==> config.mk <==
export PLATFORM = sky130hd
export DESIGN_NAME = page_translate_lru_top_flat
export DESIGN_NICKNAME = d
export VERILOG_FILES = /design/src/rtl/core/ptl_pkg.sv /design/src/rtl/core/ptl_if.sv /design/src/rtl/core/ptl_ctrl.sv /design/src/rtl/core/ptl_datapath.sv /design/src/rtl/core/page_translate_lru_top.sv /design/src/flat_wrapper.sv
export SDC_FILE = /design/constraint.sdc
export NUM_CORES = 1
export LEC_CHECK = 0
export ABC_AREA = 1
export BUFFER_PORTS_ARGS = -buffer_cell sky130_fd_sc_hd__buf_2
export CAP_MARGIN = 40
export CORE_UTILIZATION = 45
export CTS_BUF_LIST = sky130_fd_sc_hd__clkbuf_8
export DETAILED_ROUTE_END_ITERATION = 16
export MAX_ROUTING_LAYER = met4
export PLACE_DENSITY = 0.65
export SLEW_MARGIN = 5
export SYNTH_ARGS = -nofsm -noshare
export SYNTH_HDL_FRONTEND = slang
export SYNTH_HIERARCHICAL = 1
export SYNTH_SLANG_ARGS = --single-unit
==> constraint.sdc <==
create_clock -name clock -period 6.2 [get_ports clock]
set_clock_uncertainty 0.05 [all_clocks]
set_input_delay 1.24 -clock clock [delete_from_list [all_inputs] [get_ports clock]]
set_output_delay 1.24 -clock clock [all_outputs]
set_load 0.01 [all_outputs]
==> src/rtl/core/ptl_pkg.sv <==
package ptl_pkg;

   // fixed field widths of the channels
   localparam int LA_W      = 17;
   localparam int PA_W      = 15;
   localparam int OUTCOME_W = 2;

   // default sizes
   localparam int PAGE_COUNT_DEF  = 32;
   localparam int FRAME_COUNT_DEF = 8;
   localparam int OFFSET_BITS_DEF = 12;

   typedef enum logic [OUTCOME_W-1:0] {
      OUTCOME_HIT   = 2'd0,
      OUTCOME_FILL  = 2'd1,
      OUTCOME_EVICT = 2'd2
   } outcome_type;

   // controller -> datapath
   typedef struct packed {
      logic capture;       // take request, start reduction or table read
      logic reduce_step;   // one remainder step
      logic read_reduced;  // read page table at the reduced index
      logic commit;        // update tables, load response
      logic invalidate;    // clear the evicted page's entry
      logic clear_step;    // post-reset sweep of the page table
   } ptl_cmd_type;

   // datapath -> controller
   typedef struct packed {
      logic direct_index;
      logic reduce_done;
      logic clear_last;
      logic evict;
      logic out_free;
   } ptl_status_type;

endpackage

==> src/rtl/core/ptl_if.sv <==
interface ptl_req_if import ptl_pkg::*; ();
   logic            valid;
   logic            ready;
   logic [LA_W-1:0] logical_address;

   modport source (output valid, output logical_address, input ready);
   modport sink (input valid, input logical_address, output ready);
endinterface

interface ptl_rsp_if import ptl_pkg::*; ();
   logic                 valid;
   logic                 ready;
   logic [PA_W-1:0]      physical_address;
   logic [OUTCOME_W-1:0] outcome;

   modport source (output valid, output physical_address, output outcome, input ready);
   modport sink (input valid, input physical_address, input outcome, output ready);
endinterface

==> src/rtl/core/ptl_ctrl.sv <==
module ptl_ctrl import ptl_pkg::*; (
   input  logic           clock,
   input  logic           reset,
   input  logic           req_valid,
   input  ptl_status_type status,
   output ptl_cmd_type    cmd,
   output logic           req_ready
);

   typedef enum logic [4:0] {
      ST_CLEAR  = 5'b00001,
      ST_IDLE   = 5'b00010,
      ST_REDUCE = 5'b00100,
      ST_LOOKUP = 5'b01000,
      ST_INVAL  = 5'b10000
   } state_type;

   state_type state_ff, state_in;

   always_comb begin
      cmd      = '0;
      state_in = state_ff;
      unique case (state_ff)
         ST_CLEAR: begin
            cmd.clear_step = 1'b1;
            if (status.clear_last) state_in = ST_IDLE;
         end
         ST_IDLE: begin
            if (req_valid) begin
               cmd.capture = 1'b1;
               state_in    = status.direct_index ? ST_LOOKUP : ST_REDUCE;
            end
         end
         ST_REDUCE: begin
            if (status.reduce_done) begin
               cmd.read_reduced = 1'b1;
               state_in         = ST_LOOKUP;
            end else begin
               cmd.reduce_step = 1'b1;
            end
         end
         ST_LOOKUP: begin
            // hold until the response register can take the result
            if (status.out_free) begin
               cmd.commit = 1'b1;
               state_in   = status.evict ? ST_INVAL : ST_IDLE;
            end
         end
         ST_INVAL: begin
            cmd.invalidate = 1'b1;
            state_in       = ST_IDLE;
         end
         default: state_in = ST_CLEAR;
      endcase
   end

   assign req_ready = (state_ff == ST_IDLE);

   always_ff @(posedge clock) begin
      if (reset) state_ff <= ST_CLEAR;
      else       state_ff <= state_in;
   end

   a_inval_after_lookup: assert property (@(posedge clock) disable iff (reset)
      state_ff == ST_INVAL |-> $past(state_ff == ST_LOOKUP))
      else $error("invalidate not preceded by a lookup commit");

endmodule

==> src/rtl/core/ptl_datapath.sv <==
module ptl_datapath import ptl_pkg::*; #(
   parameter int PAGE_COUNT  = PAGE_COUNT_DEF,
   parameter int FRAME_COUNT = FRAME_COUNT_DEF,
   parameter int OFFSET_BITS = OFFSET_BITS_DEF
) (
   input  logic                 clock,
   input  logic                 reset,
   input  ptl_cmd_type          cmd,
   output ptl_status_type       status,
   input  logic [LA_W-1:0]      req_logical_address,
   input  logic                 rsp_ready,
   output logic                 rsp_valid,
   output logic [PA_W-1:0]      rsp_physical_address,
   output logic [OUTCOME_W-1:0] rsp_outcome
);

   localparam int PW        = (PAGE_COUNT > 1) ? $clog2(PAGE_COUNT) : 1;
   localparam int FW        = (FRAME_COUNT > 1) ? $clog2(FRAME_COUNT) : 1;
   localparam int RAW_W     = LA_W - OFFSET_BITS;
   localparam int ENTRY_W   = FW + 1;
   localparam bit PAGE_POW2 = (PAGE_COUNT & (PAGE_COUNT - 1)) == 0;
   localparam logic [FW-1:0] RANK_MAX = FW'(FRAME_COUNT - 1);

   // page table entry: {valid, frame}
   logic [ENTRY_W-1:0]     page_table_mem [PAGE_COUNT];
   logic [PW-1:0]          owner_mem [FRAME_COUNT];

   logic [ENTRY_W-1:0]     pt_rd_ff;
   logic [PW-1:0]          owner_rd_ff;
   logic [PW-1:0]          page_idx_ff, page_idx_in;
   logic [OFFSET_BITS-1:0] offset_ff, offset_in;
   logic [PW-1:0]          clr_cnt_ff, clr_cnt_in;
   logic [FRAME_COUNT-1:0] frame_free_ff, frame_free_in;
   logic [FW-1:0]          rank_ff [FRAME_COUNT];
   logic [FW-1:0]          rank_in [FRAME_COUNT];
   logic                   rsp_valid_ff, rsp_valid_in;
   logic [PA_W-1:0]        rsp_pa_ff, rsp_pa_in;
   logic [OUTCOME_W-1:0]   rsp_outcome_ff, rsp_outcome_in;

   logic [RAW_W-1:0]       raw_page;
   logic [PW-1:0]          direct_idx, reduced_idx, rd_addr;
   logic                   rd_en, reduce_done;
   logic                   hit, free_any, newly, out_free;
   logic [FW-1:0]          free_idx, victim_idx, f_sel, old_rank;
   outcome_type            outcome_sel;
   logic                   pt_we;
   logic [PW-1:0]          pt_waddr;
   logic [ENTRY_W-1:0]     pt_wdata;
   logic [FW+OFFSET_BITS-1:0] pa_full;

   // ---- page index ----
   assign raw_page   = RAW_W'(req_logical_address >> OFFSET_BITS);
   assign direct_idx = PW'(raw_page);

   generate
      if (PAGE_POW2) begin : g_direct
         assign reduced_idx = '0;
         assign reduce_done = 1'b1;
      end else begin : g_reduce
         // remainder by the constant page count: reciprocal estimate of the
         // quotient (never high, at most one low), then one compare and subtract
         localparam int SH = RAW_W + PW;
         localparam int QW = RAW_W + SH;
         localparam int DW = RAW_W + PW + 1;
         localparam logic [SH-1:0] RECIP = SH'((64'd1 << SH) / PAGE_COUNT);
         logic [RAW_W-1:0] raw_ff, raw_in;
         logic [RAW_W-1:0] quo_ff, quo_in;
         logic [PW-1:0]    rem_ff, rem_in;
         logic [1:0]       cnt_ff, cnt_in;
         logic [QW-1:0]    prod;
         logic [DW-1:0]    part;

         always_comb begin
            prod = QW'(raw_ff) * QW'(RECIP);
            part = DW'(raw_ff) - DW'(quo_ff) * DW'(PAGE_COUNT);
            if (part >= DW'(PAGE_COUNT)) part = part - DW'(PAGE_COUNT);
            raw_in = raw_ff;
            quo_in = quo_ff;
            rem_in = rem_ff;
            cnt_in = cnt_ff;
            if (cmd.capture) begin
               raw_in = raw_page;
               cnt_in = 2'd2;
            end else if (cmd.reduce_step && cnt_ff != '0) begin
               if (cnt_ff == 2'd2) quo_in = RAW_W'(prod >> SH);
               else                rem_in = PW'(part);
               cnt_in = cnt_ff - 2'd1;
            end
         end

         always_ff @(posedge clock) begin
            if (reset) cnt_ff <= '0;
            else       cnt_ff <= cnt_in;
         end

         always_ff @(posedge clock) begin
            raw_ff <= raw_in;
            quo_ff <= quo_in;
            rem_ff <= rem_in;
         end

         assign reduced_idx = rem_ff;
         assign reduce_done = (cnt_ff == '0);
      end
   endgenerate

   always_comb begin
      rd_en       = (cmd.capture && PAGE_POW2) || cmd.read_reduced;
      rd_addr     = cmd.read_reduced ? reduced_idx : direct_idx;
      page_idx_in = rd_en ? rd_addr : page_idx_ff;
      offset_in   = cmd.capture ? req_logical_address[OFFSET_BITS-1:0] : offset_ff;
   end

   // ---- frame selection ----
   always_comb begin
      free_any   = |frame_free_ff;
      free_idx   = '0;
      victim_idx = '0;
      for (int g = FRAME_COUNT - 1; g >= 0; g--) begin
         if (frame_free_ff[g])    free_idx   = FW'(g);
         if (rank_ff[g] == RANK_MAX) victim_idx = FW'(g);
      end
   end

   always_comb begin
      hit   = pt_rd_ff[FW];
      newly = !hit && free_any;
      if (hit) begin
         f_sel       = pt_rd_ff[FW-1:0];
         outcome_sel = OUTCOME_HIT;
      end else if (free_any) begin
         f_sel       = free_idx;
         outcome_sel = OUTCOME_FILL;
      end else begin
         f_sel       = victim_idx;
         outcome_sel = OUTCOME_EVICT;
      end
      old_rank = rank_ff[f_sel];
   end

   // LRU ranks: chosen frame to 0, younger (or all, on a fill) occupied frames age by one, saturating at RANK_MAX
   always_comb begin
      frame_free_in = frame_free_ff;
      if (cmd.commit && !hit) frame_free_in[f_sel] = 1'b0;
      for (int g = 0; g < FRAME_COUNT; g++) begin
         rank_in[g] = rank_ff[g];
         if (cmd.commit) begin
            if (FW'(g) == f_sel) begin
               rank_in[g] = '0;
            end else if (!frame_free_ff[g] && (newly || rank_ff[g] < old_rank)
                         && rank_ff[g] != RANK_MAX) begin
               rank_in[g] = rank_ff[g] + FW'(1);
            end
         end
      end
   end

   // ---- page table write port ----
   always_comb begin
      pt_we    = 1'b0;
      pt_waddr = page_idx_ff;
      pt_wdata = '0;
      priority if (cmd.clear_step) begin
         pt_we    = 1'b1;
         pt_waddr = clr_cnt_ff;
      end else if (cmd.commit && !hit) begin
         pt_we    = 1'b1;
         pt_wdata = {1'b1, f_sel};
      end else if (cmd.invalidate) begin
         pt_we    = 1'b1;
         pt_waddr = owner_rd_ff;
      end
   end

   assign clr_cnt_in = cmd.clear_step ? clr_cnt_ff + PW'(1) : clr_cnt_ff;

   always_ff @(posedge clock) begin
      if (pt_we) page_table_mem[pt_waddr] <= pt_wdata;
      if (rd_en) pt_rd_ff <= page_table_mem[rd_addr];
   end

   // owner read sees the value before this commit's write
   always_ff @(posedge clock) begin
      if (cmd.commit && !hit) owner_mem[f_sel] <= page_idx_ff;
      if (cmd.commit)         owner_rd_ff <= owner_mem[victim_idx];
   end

   // ---- response register ----
   assign out_free = !rsp_valid_ff || rsp_ready;
   assign pa_full  = {f_sel, offset_ff};

   always_comb begin
      rsp_valid_in   = rsp_valid_ff && !rsp_ready;
      rsp_pa_in      = rsp_pa_ff;
      rsp_outcome_in = rsp_outcome_ff;
      if (cmd.commit) begin
         rsp_valid_in   = 1'b1;
         rsp_pa_in      = PA_W'(pa_full);
         rsp_outcome_in = outcome_sel;
      end
   end

   always_ff @(posedge clock) begin
      if (reset) begin
         rsp_valid_ff  <= 1'b0;
         clr_cnt_ff    <= '0;
         frame_free_ff <= '1;
         for (int g = 0; g < FRAME_COUNT; g++) rank_ff[g] <= '0;
      end else begin
         rsp_valid_ff  <= rsp_valid_in;
         clr_cnt_ff    <= clr_cnt_in;
         frame_free_ff <= frame_free_in;
         for (int g = 0; g < FRAME_COUNT; g++) rank_ff[g] <= rank_in[g];
      end
   end

   always_ff @(posedge clock) begin
      page_idx_ff    <= page_idx_in;
      offset_ff      <= offset_in;
      rsp_pa_ff      <= rsp_pa_in;
      rsp_outcome_ff <= rsp_outcome_in;
   end

   assign rsp_valid            = rsp_valid_ff;
   assign rsp_physical_address = rsp_pa_ff;
   assign rsp_outcome          = rsp_outcome_ff;

   always_comb begin
      status.direct_index = PAGE_POW2;
      status.reduce_done  = reduce_done;
      status.clear_last   = (clr_cnt_ff == PW'(PAGE_COUNT - 1));
      status.evict        = !hit && !free_any;
      status.out_free     = out_free;
   end

   a_commit_slot_free: assert property (@(posedge clock) disable iff (reset)
      cmd.commit |-> out_free)
      else $error("commit while response register still occupied");

   a_chosen_newest: assert property (@(posedge clock) disable iff (reset)
      cmd.commit |=> rank_ff[$past(f_sel)] == '0)
      else $error("chosen frame not made most recently used");

   a_victim_not_new: assert property (@(posedge clock) disable iff (reset)
      cmd.invalidate |-> owner_rd_ff != page_idx_ff)
      else $error("eviction would invalidate the page just filled");

endmodule

==> src/rtl/core/page_translate_lru_top.sv <==
// The result is registered in LOOKUP, after the request transaction is taken in IDLE
//   and, when PAGE_COUNT is not a power of two, after REDUCE (page index reduction).
// A request transaction is taken only in IDLE, after the last leaves LOOKUP and,
//   on an eviction, INVAL (the single page table write port drops the victim page).
// Reset: synchronous, active high; then CLEAR sweeps the page table valid bits clear,
//   during which no request transaction is taken.
module page_translate_lru_top import ptl_pkg::*; #(
   parameter int PAGE_COUNT  = PAGE_COUNT_DEF,
   parameter int FRAME_COUNT = FRAME_COUNT_DEF,
   parameter int OFFSET_BITS = OFFSET_BITS_DEF
) (
   input logic      clock,
   input logic      reset,
   ptl_req_if.sink   req_chan,
   ptl_rsp_if.source rsp_chan
);

   // controller sequences CLEAR -> IDLE -> (REDUCE) -> LOOKUP -> (INVAL);
   // the datapath holds the tables, LRU ranks and the response register.
   ptl_cmd_type    cmd;
   ptl_status_type status;
   logic           req_ready;

   assign req_chan.ready = req_ready;

   ptl_ctrl u_ctrl (
      .clock     (clock),
      .reset     (reset),
      .req_valid (req_chan.valid),
      .status    (status),
      .cmd       (cmd),
      .req_ready (req_ready)
   );

   // page table read issues as the request is taken, or after REDUCE if PAGE_COUNT
   // is not a power of two; update and response load wait in LOOKUP until out_free.
   ptl_datapath #(
      .PAGE_COUNT  (PAGE_COUNT),
      .FRAME_COUNT (FRAME_COUNT),
      .OFFSET_BITS (OFFSET_BITS)
   ) u_datapath (
      .clock                (clock),
      .reset                (reset),
      .cmd                  (cmd),
      .status               (status),
      .req_logical_address  (req_chan.logical_address),
      .rsp_ready            (rsp_chan.ready),
      .rsp_valid            (rsp_chan.valid),
      .rsp_physical_address (rsp_chan.physical_address),
      .rsp_outcome          (rsp_chan.outcome)
   );

endmodule
==> src/flat_wrapper.sv <==
// flat-port wrapper written by rule: the top's interface ports become plain ports
module page_translate_lru_top_flat import ptl_pkg::*;
#(
   parameter int PAGE_COUNT  = PAGE_COUNT_DEF,
   parameter int FRAME_COUNT = FRAME_COUNT_DEF,
   parameter int OFFSET_BITS = OFFSET_BITS_DEF
)
  (clock, reset, req_chan_valid, req_chan_logical_address, req_chan_ready, rsp_chan_valid, rsp_chan_physical_address, rsp_chan_outcome, rsp_chan_ready);
  ptl_req_if req_chan_i ();
  ptl_rsp_if rsp_chan_i ();
  input logic clock;
  input logic reset;
  input wire logic [$bits(req_chan_i.valid)-1:0] req_chan_valid;
  input wire logic [$bits(req_chan_i.logical_address)-1:0] req_chan_logical_address;
  output wire logic [$bits(req_chan_i.ready)-1:0] req_chan_ready;
  output wire logic [$bits(rsp_chan_i.valid)-1:0] rsp_chan_valid;
  output wire logic [$bits(rsp_chan_i.physical_address)-1:0] rsp_chan_physical_address;
  output wire logic [$bits(rsp_chan_i.outcome)-1:0] rsp_chan_outcome;
  input wire logic [$bits(rsp_chan_i.ready)-1:0] rsp_chan_ready;
  assign req_chan_i.valid = req_chan_valid;
  assign req_chan_i.logical_address = req_chan_logical_address;
  assign req_chan_ready = req_chan_i.ready;
  assign rsp_chan_valid = rsp_chan_i.valid;
  assign rsp_chan_physical_address = rsp_chan_i.physical_address;
  assign rsp_chan_outcome = rsp_chan_i.outcome;
  assign rsp_chan_i.ready = rsp_chan_ready;
  page_translate_lru_top #(.PAGE_COUNT(PAGE_COUNT), .FRAME_COUNT(FRAME_COUNT), .OFFSET_BITS(OFFSET_BITS)) u_core (.clock(clock), .reset(reset), .req_chan(req_chan_i), .rsp_chan(rsp_chan_i));
endmodule
==> metrics.md, run 1 <==
| Metric | Value |
|---|---|
| Synth Cell Area | 11600 um^2 |
| Share of cells above drive strength 1 | 0.144 |
| Overflow after GRT | 0 |
| Status | finished clean |
| Initial antenna violation count | 0 |
| Synth warnings | 6 |
| Final nets | 1255 |
| Worst r2r src | u_core/u_datapath/rank_ff[7][1] |
| Peak VDD IR | 0.000205 V |
| RSZ-0062 raised after global routing | false |
| Setup TNS after final layout | 0 ns |
| Residual DRC | 0 |
| CP Capture Type | register |
| Final instance area | 13000 um^2 |
| DRT Pass-1 Iters | 5 |
| Cts hold-fix bufs | 0 |
| WL/cell | 17.1 um |
| Final Hold Fails | 0 |
| CTS tree | built |
| Max Buffers Root-to-Sink | 3 |
| Crit path max fanout | 12 |
| Pre-CTS setup slack | 1.66 ns |
| Reg2reg end | u_core/u_datapath/rank_ff[2][2] |
| Tcrit/Tclk final | 0.672 |
| Storage element area | 7200 um^2 |
| Period minus WS final | between 4 and 5 ns |
| IO Count | 40 |
| Resized cells post-CTS | 0 |
| Worst Path Arrival | 4.60 ns |
| Via Count | approximately 8400 |
| Slew @ Worst Pin | 0.884 ns |
| Root buf cell | clkbuf_8 |
| Filler cells | 2305 |
| Reg2reg path depth | 25 |
| Global-route wire length before repair | about 43 mm |
| Gpl congestion | between 0.8 and 0.9 |
| Hpwl dp | roughly 18 mm |
| Vias per cell | 5.34 |
| Clk_lat worst skew | 0.56 ns |
| Worst hold endpoint | u_core/u_datapath/rsp_physical_address[1] |
| Mapped Cells | 1157 |
| Reg clk slew, reported paths | 0.07 ns |
| Hold_sp | u_core/u_datapath/offset_ff[1] |
| PnR Total Power | 0.00336 W |
| Layout area overhead | 11.6% |
| Buffers on Ports | 39 |
| Final Setup Violations | 0 |
| Number of max-cap violations | 0 |
| Post-place instance area | about 12000 um^2 |
| Sink Count | 254 |
| Largest net degree at the start of global routing | 66 |
| Reg2Reg Setup Slack | 2.03 ns |
| H-Tree Depth | 2 |
| Initial Util | 0.460 |
| Detail Route Antenna Nets | 0 |
| Fin. max-slew vios | 0 |
| Total die area | 26500 um^2 |
| Routed wire length | roughly 27 mm |
| Die H | 163 um |
| CTS Buf Count | 42 |
| Post-layout util | 0.513 |
| Core Rows | 58 |
| Crit path required time | 6.64 ns |
| Hold Path Class | reg2reg |
| Syn avg cell area | about 10 um^2 |
| DR iter-0 viols | approximately 640 |
| Static leakage | around 5 nW |
| Final WS setup | 2.03 ns |
| PD cells | about 260 nW/um^2 |
| Worst Setup Start Kind | register |
| GR Util All Layers | 0.214 |
| Slew HR | 0.408 |
| FMAX | 240 MHz |
| Hold Crit Depth | 0 |
| Post-CTS setup buffer count | 0 |
| Core Region | 25300 um^2 |
| Antenna cell count | 0 |
| Die Width | 163 um |
| Vias in the first global route | 8207 |
| Multi-input gate area | between 3000 and 4000 um^2 |
| Kind of critical path | reg2reg |
==> worst max path at each step <==
stage | from | endpoint | cells past startpoint
floorplan | rsp_chan_ready | u_core/u_datapath/page_table_mem[0][2] | 11
CTS | u_core/u_datapath/rank_ff[7][0] | u_core/u_datapath/rank_ff[7][0] | 25
finish | u_core/u_datapath/rank_ff[7][1] | u_core/u_datapath/rank_ff[2][2] | 25
global route | u_core/u_datapath/rank_ff[6][0] | u_core/u_datapath/rank_ff[3][0] | 24
detailed placement | rsp_chan_ready | u_core/u_datapath/page_table_mem[8][1] | 15
global placement | rsp_chan_ready | u_core/u_datapath/page_table_mem[8][1] | 15
==> stage by stage <==
| stage | hold slack [ns] | instances |
|---|---|---|
| floorplan | 0.350 | 1158 |
| global placement | 0.351 | 1492 |
| detailed placement | 0.355 | 1494 |
| CTS | 0.365 | 1567 |
| global route | 0.371 | 1567 |
| finish | 0.366 | 1567 |
==> critical path: stages (launching register included) <==
cell       delay (ns)
dfxtp_1          0.34
ha_1             0.21
ha_1             0.24
o21ai_0          0.18
nand2_1          0.07
nand2_1          0.32
nand2_2          0.12
o211ai_4         0.20
inv_4            0.10
nor2_1           0.29
nand2_1          0.08
o21ai_0          0.07
a2111oi_0        0.08
a31oi_1          0.68
ha_1             0.37
nand2_1          0.08
inv_2            0.03
nand2_1          0.05
nand2_1          0.04
nand2_1          0.05
nand2_1          0.07
nand2_2          0.09
nand2_2          0.08
nand2_1          0.09
nand2_1          0.04
nor2_1           0.09
==> registers in the layout (all words and copies together) (netlist names) <==
name,count
u_core/u_ctrl/state_ff,5
u_core/u_datapath/clr_cnt_ff,5
u_core/u_datapath/frame_free_ff,8
u_core/u_datapath/offset_ff,12
u_core/u_datapath/owner_mem,40
u_core/u_datapath/owner_rd_ff,5
u_core/u_datapath/page_idx_ff,5
u_core/u_datapath/page_table_mem,128
u_core/u_datapath/pt_rd_ff,4
u_core/u_datapath/rank_ff,24
u_core/u_datapath/rsp_outcome,2
u_core/u_datapath/rsp_physical_address,15
u_core/u_datapath/rsp_valid,1
==> power by group <==
part / switching [W] / internal, W / leakage (nW)
registers: 0.00000319 / 0.00184 / 2.23
clock network: 0.000654 / 0.000753 / 0.460
logic: 0.0000779 / 0.0000318 / 2.24
==> area by class of cell <==
type,instances,area share
clock buffers,45,0.0478
clock inverters,28,0.0133
inverters,108,0.0315
multi-input cells,752,0.297
flip-flops and latches,254,0.555
well taps,330,0.0318
repair buffers,50,0.0235
==> layout by cell type (no fill, tap or decap), types with 26 or more instances in the layout <==
master	count
nor2_1	223
edfxtp_1	211
nand2_1	183
inv_1	106
o21ai_0	102
nand3_1	47
clkbuf_8	45
dfxtp_1	43
buf_2	39
ha_1	26
==> metal layers <==
layer	wire, um	track usage
met1	11800	0.279
met2	12600	0.333
met3	1580	0.0372
met4	797	0.0828
met5	0	-
(Power assumes the default switching activity.)
==> run 2: changes to the inputs <==
==> constraint.sdc (replaced) <==
create_clock -name clock -period 3.85 [get_ports clock]
set_clock_uncertainty 0.05 [all_clocks]
set_input_delay 0.77 -clock clock [delete_from_list [all_inputs] [get_ports clock]]
set_output_delay 0.77 -clock clock [all_outputs]
set_load 0.01 [all_outputs]
==> run 2 against run 1 <==
Against the previous run: global-route usage shrank 0.56 points; final area up 0.64%; non-clock buffer count increased by 12; critical path type unchanged.
==> metrics.md, run 2 (synthesized netlist as in run 1, its figures left out) <==
| Metric | Value |
|---|---|
| Status | finished clean |
| Share of cells above drive strength 1 | 0.152 |
| Critical path depth | 29 |
| Clk_lat worst skew | 0.56 ns |
| Via Count | 8418 |
| Worst Setup Start Kind | register |
| DR iter-0 viols | 808 |
| Slew HR | 0.420 |
| Vias per cell | 5.32 |
| Die Width | 163 um |
| Slowest cell on crit path | dfxtp_1 |
| Final instance area | roughly 13000 um^2 |
| Core Rows | 58 |
| Static leakage | 5.02 nW |
| Period minus WS final | 3.45 ns |
| Reg2Reg Setup Slack | just under 0.4 ns |
| Crit path max fanout | 10 |
| Final Hold Fails | 0 |
| CP Capture Type | register |
| Core Region | between 20000 and 30000 um^2 |
| Overflow after GRT | 0 |
| Final WS setup | 0.397 ns |
| PD cells | 410 nW/um^2 |
| CP Buf/Inv Count | 3 |
| Crit path max-delay family | simple AND/OR/NAND/NOR gates |
| Fin cells | 1582 |
| Root buf cell | clkbuf_8 |
| GR Util All Layers | 0.208 |
| Internal Power | 0.00416 W |
| Crit path top cell by count | nand2_1 |
| Hpwl dp | roughly 17 mm |
| RSZ-0062 raised after global routing | false |
| Post-place instance area | 12200 um^2 |
| Final nets | 1267 |
| Top reg by flops | u_core/u_datapath/page_table_mem |
| CTS Buf Count | 42 |
| Sink Count | 254 |
| Crit path required time | 4.27 ns |
| IO Count | 40 |
| Routed wire length | 26.6 mm |
| Hold Path Class | in2reg |
| CP peak stage delay | 0.33 ns |
| DRT Pass-1 Iters | 5 |
| Worst Path Arrival | 3.87 ns |
| Slew @ Worst Pin | 0.870 ns |
| Hold Crit Depth | 1 |
| Vias in the first global route | about 7900 |
| Commonest non-fill, non-tap cell in the layout | nor2_1 |
| Sw frac | 0.221 |
| Initial antenna violation count | 0 |
| Peak VDD IR | around 0.00028 V |
| Number of max-cap violations | 0 |
| Pre-CTS setup slack | -0.0550 ns |
| Layout area overhead | 12.3% |
| Antenna cell count | 0 |
| Max Buffers Root-to-Sink | 3 |
| FMAX | 290 MHz |
| Kind of critical path | reg2reg |
| Buffers on Ports | 39 |
| Comb power frac | 0.033 |
| Clock share of power | 0.413 |
| CTS tree | built |
| Final Setup Violations | 0 |
| WL/cell | 16.8 um |
| Placed Cells | 1501 |
| Leading cell types in the layout, fill and taps excluded | nor2_1, edfxtp_1, nand2_1 |
| Residual DRC | 0 |
| Regs by FF count | u_core/u_datapath/page_table_mem x128, u_core/u_datapath/owner_mem x40, u_core/u_datapath/rank_ff x24 |
| Fin. max-slew vios | 0 |
| Initial Util | 0.460 |
| PnR Total Power | around 0.0053 W |
| Global-route wire length before repair | 41.9 mm |
| Reg clk slew, reported paths | 0.06 ns |
| Sw power | 0.00118 W |
| Reg2reg path depth | 29 |
| Tcrit/Tclk final | 0.897 |
| Max FFs per register | 128 |
| H-Tree Depth | 2 |
| Gpl congestion | 0.882 |
| Largest net degree at the start of global routing | 65 |
| Die H | 163 um |
| Detail Route Antenna Nets | 0 |
| Seq pwr share | 0.554 |
| Total die area | 26500 um^2 |
==> run 2: layout make-up <==
class / instances / area (um^2)
multi-input cells: 752 / 3860
inverters: 108 / 408
clock buffers: 45 / 619
well taps: 330 / 413
flip-flops and latches: 254 / 7200
clock inverters: 31 / 168
fillers: 2310 / 12200
repair buffers: 62 / 380
==> run 2: what timing repair did <==
action                                  CTS  global route
gates resized for setup                   1             2
pin swaps                                 0             1
endpoints found under the setup margin   23            24
hold buffers                              0             0
buffers inserted                          0             5
==> run 2: worst reg2reg max path: cells and delay by family (launching register included) <==
| family | cells | cell delay, ns |
|---|---|---|
| buffers and inverters | 3 | 0.27 |
| and+or+nand+nor | 20 | 1.54 |
| AOI/OAI and AO/OA | 3 | 0.47 |
| adders and majority gates | 3 | 0.71 |
| DFF | 1 | 0.33 |
==> run 2: stage by stage <==
| stage | TNS, ns | hold slack, ns | utilization |
|---|---|---|---|
| final | 0 | 0.341 | 0.517 |
| after global routing | 0 | 0.306 | 0.517 |
| after CTS | 0 | 0.310 | 0.515 |
| after floorplan | 0 | 0.350 | - |
| after detailed placement | -0.642 | 0.355 | 0.484 |
| after global placement | -0.00447 | 0.351 | 0.484 |
==> run 2: per-layer routing <==
metal | vias to the layer above | routed length [um] | global-route usage
met5 | - | 0 | -
met4 | 0 | 585 | 0.0641
met3 | 50 | 1510 | 0.0318
met2 | 276 | 12600 | 0.333
met1 | 3984 | 11900 | 0.274
li1 | 4108 | - | -
==> run 2: path summary, 6_finish.rpt <==
path,from,endpoint
worst max register to register,u_core/u_datapath/rank_ff[6][0],u_core/u_datapath/rank_ff[4][0]
worst min register to register,u_core/u_datapath/offset_ff[8],u_core/u_datapath/rsp_physical_address[8]
worst max-delay path,u_core/u_datapath/rank_ff[6][0],u_core/u_datapath/rank_ff[4][0]
worst min-delay path,req_chan_logical_address[6],u_core/u_datapath/offset_ff[6]
==> run 2: power by group through the flow <==
stage	Clock [W]	Sequential, W	Combinational (W)
finish	0.00221	0.00297	0.000175
global route	0.00238	0.00296	0.000192
CTS	0.00227	0.00296	0.000173
detailed placement	0	0.00302	0.000173
global placement	0	0.00302	0.000171
floorplan	0	0.00302	0.000113
==> run 3: changes to the inputs <==
--- a/config.mk
+++ b/config.mk
@@ -5,7 +5,6 @@
 export SDC_FILE = /design/constraint.sdc
 export NUM_CORES = 1
 export LEC_CHECK = 0
-export ABC_AREA = 1
 export BUFFER_PORTS_ARGS = -buffer_cell sky130_fd_sc_hd__buf_2
 export CAP_MARGIN = 40
 export CORE_UTILIZATION = 45
==> run 3 against run 2 <==
Against the previous run: critical path depth down 13; non-clock buffer count grew 49; via count down 9.7%; flip-flop and latch count stayed put; hold slack got worse by 0.014 ns; global-route usage is 0.21 points higher; wire length fell by 1.5%; clock power is essentially flat; power rose by 15%; critical endpoint is now u_core/u_datapath/rank_ff[4][2].
==> metrics.md, run 3 <==
| Metric | Value |
|---|---|
| Layout area overhead | 16.5% |
| WL/cell | 19.6 um |
| Routed wire length | 26.1 mm |
| Post-place instance area | 12500 um^2 |
| Reg clk slew, reported paths | 0.06 ns |
| Final instance area | 13400 um^2 |
| Detail Route Antenna Nets | 0 |
| Antenna cell count | 0 |
| Vias per cell | 5.70 |
| Root buf cell | clkbuf_8 |
| Cts hold-fix bufs | 0 |
| Total die area | 26300 um^2 |
| Initial antenna violation count | 0 |
| Number of max-cap violations | 0 |
| Share of cells above drive strength 1 | 0.250 |
| Multi-input gate area | 4180 um^2 |
| IO Count | 40 |
| Synth warnings | 6 |
| Residual DRC | 0 |
| Buffers on Ports | 39 |
| PD cells | 456 nW/um^2 |
| Slew @ Worst Pin | 0.764 ns |
| Initial Util | 0.458 |
| Syn avg cell area | 13.4 um^2 |
| Top reg by flops | u_core/u_datapath/page_table_mem |
| Sink Count | 254 |
| Gpl congestion | between 0.9 and 1 |
| Worst Path Arrival | 4.13 ns |
| Hold Path Class | in2reg |
| Core Region | 25200 um^2 |
| Static leakage | 5.06 nW |
| Max Buffers Root-to-Sink | 3 |
| Clk_lat worst skew | 0.57 ns |
| Synth Cell Area | 11500 um^2 |
| H-Tree Depth | 2 |
| Worst Setup Start Kind | register |
| Commonest non-fill, non-tap cell in the layout | edfxtp_1 |
| Mapped Cells | 862 |
| Fin. max-slew vios | 0 |
| CTS tree | built |
| Global-route wire length before repair | between 40 and 50 mm |
| Final WS setup | around 0.11 ns |
| Final nets | 1018 |
| Die H | roughly 160 um |
| Setup TNS after final layout | 0 ns |
| DR iter-0 viols | ~500 |
| Period minus WS final | 3.74 ns |
| Pre-CTS setup slack | 0.0326 ns |
| Storage element area | about 7200 um^2 |
| PnR Total Power | between 0.006 and 0.007 W |
| Filler cells | 2126 |
| CP Capture Type | register |
| Tcrit/Tclk final | 0.971 |
| Regs by FF count | u_core/u_datapath/page_table_mem x128, u_core/u_datapath/owner_mem x40, u_core/u_datapath/rank_ff x24 |
| Largest net degree at the start of global routing | 34 |
| Kind of critical path | reg2reg |
| GR Util All Layers | 0.210 |
| Status | finished clean |
| CTS Buf Count | 42 |
| Final Setup Violations | 0 |
| Crit path max fanout | 6 |
| Vias in the first global route | 7652 |
| Leading cell types in the layout, fill and taps excluded | edfxtp_1, buf_4, nor2_1, nand2_1, clkbuf_8 |
| Overflow after GRT | 0 |
| Slew HR | 0.490 |
| Core Rows | between 50 and 60 |
| Via Count | 7601 |
| Peak VDD IR | 0.000309 V |
| Hpwl dp | 17.6 mm |
| Max FFs per register | 128 |
| Final Hold Fails | 0 |
| Crit path required time | 4.24 ns |
| DRT Pass-1 Iters | 5 |
| Die Width | between 150 and 200 um |
| FMAX | 267 MHz |
[run 3: critical path, cell delays in order, from the launching register on]
cell	delay [ns]
dfxtp_1	0.45
ha_1	0.20
ha_1	0.27
a21oi_2	0.09
o41ai_4	0.29
a221oi_4	0.15
inv_4	0.11
nand2_1	0.06
and3_1	0.22
a311oi_4	0.31
a31oi_4	0.11
ha_2	0.22
or4_4	0.50
o21a_1	0.23
o21ai_4	0.09
mux2i_1	0.21
nor2_1	0.05
[run 3: final timing paths]
check                             startpoint                                         to  slack [ns]  cells past startpoint
min reg2reg   u_core/u_datapath/offset_ff[5]  u_core/u_datapath/rsp_physical_address[5]        0.37                      0
max reg2reg  u_core/u_datapath/rank_ff[5][1]            u_core/u_datapath/rank_ff[4][2]        0.11                     16
min             req_chan_logical_address[11]            u_core/u_datapath/offset_ff[11]        0.33                      1
max          u_core/u_datapath/rank_ff[5][1]            u_core/u_datapath/rank_ff[4][2]        0.11                     16
[run 3: per-layer routing]
layer | share of wire | global-route usage
met5 | 0 | -
met4 | 0.030 | 0.0896
met3 | 0.057 | 0.0347
met2 | 0.48 | 0.332
met1 | 0.44 | 0.269
[run 3: layout make-up]
type                       count  share of cell area
tap                          330              0.0307
sequential                   254               0.535
timing repair buffer         111              0.0568
clock inverter                29              0.0103
clock buffer                  48              0.0491
inverter                      25             0.00716
multi-input combinational    537               0.311
[run 3: metrics by stage]
stage,hold WS (ns),utilization,std cells
2_1_floorplan,0.350,-,863
3_3_place_gp,0.351,0.496,1248
3_5_place_dp,0.355,0.496,1248
4_1_cts,0.285,0.527,1325
5_1_grt,0.291,0.534,1334
6_report,0.327,0.534,1334
[run 3: power by group]
| part | internal, W | switching (W) | total (W) |
|---|---|---|---|
| Combinational | 0.000232 | 0.000517 | 0.000749 |
| Sequential | 0.00310 | 0.0000631 | 0.00317 |
| Clock | 0.00115 | 0.00107 | 0.00222 |
| Total | 0.00449 | 0.00165 | 0.00614 |
[run 3: timing repair]
| action | in CTS | in global routing |
|---|---|---|
| buffers inserted | 0 | 8 |
| setup endpoints to repair | 0 | 23 |
| resized for setup | 0 | 17 |
